$ cat config.mk
export PLATFORM = sky130hd
export DESIGN_NAME = elg_mul_cell
export DESIGN_NICKNAME = d
export VERILOG_FILES = /design/src/hdl/elg_pkg.sv /design/src/hdl/elg_mul_cell.sv
export SDC_FILE = /design/constraint.sdc
export NUM_CORES = 1
export LEC_CHECK = 0
export CELL_PAD_IN_SITES_DETAIL_PLACEMENT = 0
export CELL_PAD_IN_SITES_GLOBAL_PLACEMENT = 1
export CORE_UTILIZATION = 47
export DETAILED_ROUTE_END_ITERATION = 10
export DONT_BUFFER_PORTS = 1
export MAX_ROUTING_LAYER = met4
export PLACE_DENSITY_LB_ADDON = 0.25
export SLEW_MARGIN = 0
export SYNTH_ARGS = -nofsm -noshare
export SYNTH_HDL_FRONTEND = slang
export SYNTH_SLANG_ARGS = --single-unit
$ cat constraint.sdc
create_clock -name clk_i -period 0.8 [get_ports clk_i]
set_clock_uncertainty 0.2 [all_clocks]
set_input_delay 0.16 -clock clk_i [delete_from_list [all_inputs] [get_ports clk_i]]
set_output_delay 0.16 -clock clk_i [all_outputs]
set_load 0.1 [all_outputs]
$ cat src/hdl/elg_pkg.sv
// Shared types for the ElGamal cipher unit.
// Used by the multiplier cell and the top level; depends on nothing.
`default_nettype none
package elg_pkg;

  // Destination register of a product leaving the multiplier chain
  typedef enum logic [1:0] {
    TAG_ACC0 = 2'd0,
    TAG_SQ0  = 2'd1,
    TAG_ACC1 = 2'd2,
    TAG_SQ1  = 2'd3
  } tag_e;

  typedef struct packed {
    logic valid;
    tag_e tag;
  } cell_ctl_t;

  // Configuration register indexes
  typedef enum logic [1:0] {
    REG_MODULUS     = 2'd0,
    REG_GENERATOR   = 2'd1,
    REG_PRIVATE_KEY = 2'd2,
    REG_PUBLIC_KEY  = 2'd3
  } reg_idx_e;

  localparam int unsigned FIELD_BITS = 32;

endpackage
`default_nettype wire

$ cat src/hdl/elg_mul_cell.sv
// One step of the interleaved modular multiplier: acc = 2*acc + bit*a mod p.
// Consumes the top bit of b and passes the shifted b on; uses elg_pkg.
`default_nettype none
module elg_mul_cell import elg_pkg::*; #(
  parameter int unsigned WORD_BITS = 32
) (
  input  wire logic                 clk_i,
  input  wire logic                 rst_ni,
  input  wire logic [WORD_BITS-1:0] mod_i,
  input  cell_ctl_t                 ctl_i,
  input  wire logic [WORD_BITS-1:0] acc_i,
  input  wire logic [WORD_BITS-1:0] a_i,
  input  wire logic [WORD_BITS-1:0] b_i,
  output cell_ctl_t                 ctl_o,
  output logic      [WORD_BITS-1:0] acc_o,
  output logic      [WORD_BITS-1:0] a_o,
  output logic      [WORD_BITS-1:0] b_o
);

  logic [WORD_BITS:0] dbl, red1, sum, red2, mod_ext;
  cell_ctl_t ctl_q;
  logic [WORD_BITS-1:0] acc_q, a_q, b_q;

  // acc and a stay below p, so each partial sum stays below 2p
  always_comb begin
    mod_ext = {1'b0, mod_i};
    dbl     = {acc_i, 1'b0};
    red1    = (dbl >= mod_ext) ? dbl - mod_ext : dbl;
    sum     = red1 + (b_i[WORD_BITS-1] ? {1'b0, a_i} : '0);
    red2    = (sum >= mod_ext) ? sum - mod_ext : sum;
  end

  always_ff @(posedge clk_i or negedge rst_ni) begin
    if (!rst_ni) begin
      ctl_q <= '0;
    end else begin
      ctl_q <= ctl_i;
    end
  end

  always_ff @(posedge clk_i) begin
    acc_q <= red2[WORD_BITS-1:0];
    a_q   <= a_i;
    b_q   <= {b_i[WORD_BITS-2:0], 1'b0};
  end

  assign ctl_o = ctl_q;
  assign acc_o = acc_q;
  assign a_o   = a_q;
  assign b_o   = b_q;

endmodule
`default_nettype wire

==> results.yml <==
logic_synthesis:
  synth_edf_count: 0
  ys.flop_type: "dfxtp_1"
  yosysSeqAreaShare: 0.2475
  synthCells: 965
  avgSynthCellArea_sq_um: 8.279
  synth_area_leader_cell: "dfxtp_1"
  syn_nets: 1197
  syn_area_sq_um: 7989
  yosys.area.top_type_share: 0.2381
  yosys.cell_types.count: 65
  synth-seq-cells: 98
  async_flop_share: 0.03061
  synth_warnings: 0
  synth_area_leaders: "dfxtp_1 (24%), ha_1 (15%), xnor2_1 (6.7%)"
worst_setup_path:
  worstPathArrival_ns: 6.55
  crit_type: "input pin to flop"
  crit_fanout: 15
  worst_setup_path_end_kind: "flop"
  crit_path_top_delay_cell: "ha_1"
  critPathLaunchType: "input pin"
  critPathMostFrequentCell: "buf_6"
  cp.required_ns: 0.84
  cpPeakStageDelay_ns: 0.37
timing:
  hold_slack_ns: -0.1484
  fmax_ghz: 0.1536
  rsz0062_at_grt: "true"
  layout_setup_ws_ns: -5.709
  min_period_ns: 6.509
  fin_crit_sh: 8.137
  maxSlewViolCount: 0
  finalSetupViolations: 130
  hold_viol_final: 4
detailed_routing:
  drtAntennaViolNets: 0
  wl_per_cell_um: 19.64
  top_layer: "met4"
  via_count: 8908
  vias_per_cell: 5.592
  wl_met2_mm: 15.40
  drcViolationCount: 0
  drt_wl_total_mm: 31.29
  wl_met3_mm: 2.249
  drt-met1-wl_mm: 12.60
  firstDrtPassIters: 5
  drt_iter0_drc: 646
clocking:
  cts.path.max_buffers: 2
  cts.clk_slew.worst_paths_ns: 0.07
  cts_buffers: 9
  htreeDepth: 3
  cts_tree: "built"
  cts_sinks: 98
  cts-root-buf: "clkbuf_16"
  cts_hold_buf: 67
run:
  cap_violations: 0
power_and_ir_drop:
  power_mw: 46.22
  ir_drop_v: 0.002273
  leakage_nw: 6.095
  p_per_area_nw_per_um2: 3470
layout:
  syn_to_final_growth_pct: 66.75
  final_nets: 1600
  antenna_cells: 0
  layout_commonest_cell: "buf_4"
  final_cell_mix: "buf_4 (323), dfxtp_4 (86), a21oi_1 (79), ha_1 (71), dlygate4sd3_1 (67)"
  multi_input_area_sq_um: 6603
  n_fill_cell: 1149
  fin_cells: 1593
  register_area_sq_um: 2322
  layout-drive-gt1-share: 0.4603
worst_hold_path:
  hp-class: "input pin to asynchronous set/reset pin"
run_status:
  failed_checks: "negative hold slack, negative setup slack"
  status: "finished with violations"
place:
  hpwl_mm: 22.86
  gp_congestion: 0.9224
  dp.cells: 1467
  port_buffers: 0
floorplanning:
  die_w_um: 132.4
  die_h_um: 132.4
  core_sq_um: 16580
  dieArea_sq_um: 17520
  start_util: 0.4817
  row_count: 47
  io_pins: 232
global_route:
  antenna_found_initial: 0
  grt_usage: 0.3476
  grt_max_degree: 33
  overflow: 0
  grt_pass1_vias: 8942
  grt_pass1_wl_mm: 46.05
metal layers:
metal  GRT usage  vias to the layer above
met3     0.07497                       73
met2      0.5865                      380
met4      0.1290                        0
met1      0.4035                     4189
li1            -                     4266
met5           -                        -
kinds of logic after synthesis:
kind of cell	after synthesis	synth area share
compound gates	281	0.2230
xor+xnor	80	0.08771
fa+ha+maj	99	0.1579
buf+inv	86	0.04432
flops	98	0.2475
mux	44	0.06296
other cells	1	0.0004694
simple gates	276	0.1762
area by class of cell:
| cell class | count | share of cell area |
|---|---|---|
| clock buffers | 10 | 0.01719 |
| clock inverters | 6 | 0.008453 |
| inverters | 64 | 0.02085 |
| multi-input cells | 781 | 0.4956 |
| flip-flops and latches | 98 | 0.1743 |
| well taps | 220 | 0.02066 |
| repair buffers | 414 | 0.2629 |
what timing repair did:
| action | CTS | global route |
|---|---|---|
| setup endpoints to repair | 130 | 130 |
| gates cloned | 2 | 0 |
| resized for setup | 75 | 79 |
| endpoints found under the hold margin | 70 | 4 |
| buffers inserted | 27 | 17 |
| pin swaps | 34 | 46 |
power by group:
| group | total [mW] | switching, mW | internal, mW |
|---|---|---|---|
| Sequential | 12.9 | 6.46 | 6.46 |
| Combinational | 28.1 | 13.3 | 14.9 |
| Clock | 5.17 | 2.09 | 3.08 |
stage by stage:
step / area (sq um) / worst slack [ns] / hold WS (ns) / setup TNS [ns] / util
floorplan: 8720 / -5.509 / -0.3356 / -185.82 / -
CTS: 12810 / -5.594 / -0.1611 / -223.25 / 0.7725
finish: 13320 / -5.709 / -0.1484 / -226.49 / 0.8033
global placement: 11250 / -6.148 / -0.3355 / -202.92 / 0.6784
detailed placement: 11250 / -6.294 / -0.3355 / -207.37 / 0.6784
global route: 13320 / -6.013 / -0.1437 / -237.76 / 0.8033
critical path: cells and delay by family:
kind	cells	cell delay, ns
muxes	2	0.51
xor gates and xnor gates	1	0.17
buffers and inverters	7	1.00
AOI/OAI and AO/OA	11	1.94
and+or+nand+nor	11	1.78
adders and majority gates	3	0.97
sequential cells by signal, summed over array words and instances, names as in the netlist:
signal,flops
ctl_o,3
acc_o,32
b_o,31
a_o,32
synth_stat cells, types with 10 or more instances:
master / count
o21ai_0: 47
nand2b_1: 16
nor2_1: 64
inv_1: 64
a21o_1: 32
o21a_1: 13
clkbuf_1: 13
a211oi_1: 10
dfxtp_1: 95
nand4_1: 13
ha_1: 96
xnor2_1: 61
a21oi_1: 103
nor2b_1: 14
nand3_1: 22
mux2_1: 29
mux2_2: 11
xor2_1: 19
nand2_1: 52
o21bai_1: 16
and2_1: 39
nor3_1: 21
worst max-delay path by stage:
stage | endpoint | start | slack, ns
after floorplan | acc_o[22] | mod_i[11] | -5.51
after global placement | acc_o[1] | mod_i[6] | -6.15
after detailed placement | acc_o[1] | mod_i[14] | -6.29
after CTS | acc_o[8] | mod_i[11] | -5.59
after global routing | acc_o[8] | mod_i[9] | -6.01
final | acc_o[8] | mod_i[9] | -5.71
Power figures use the tool's default switching activity.
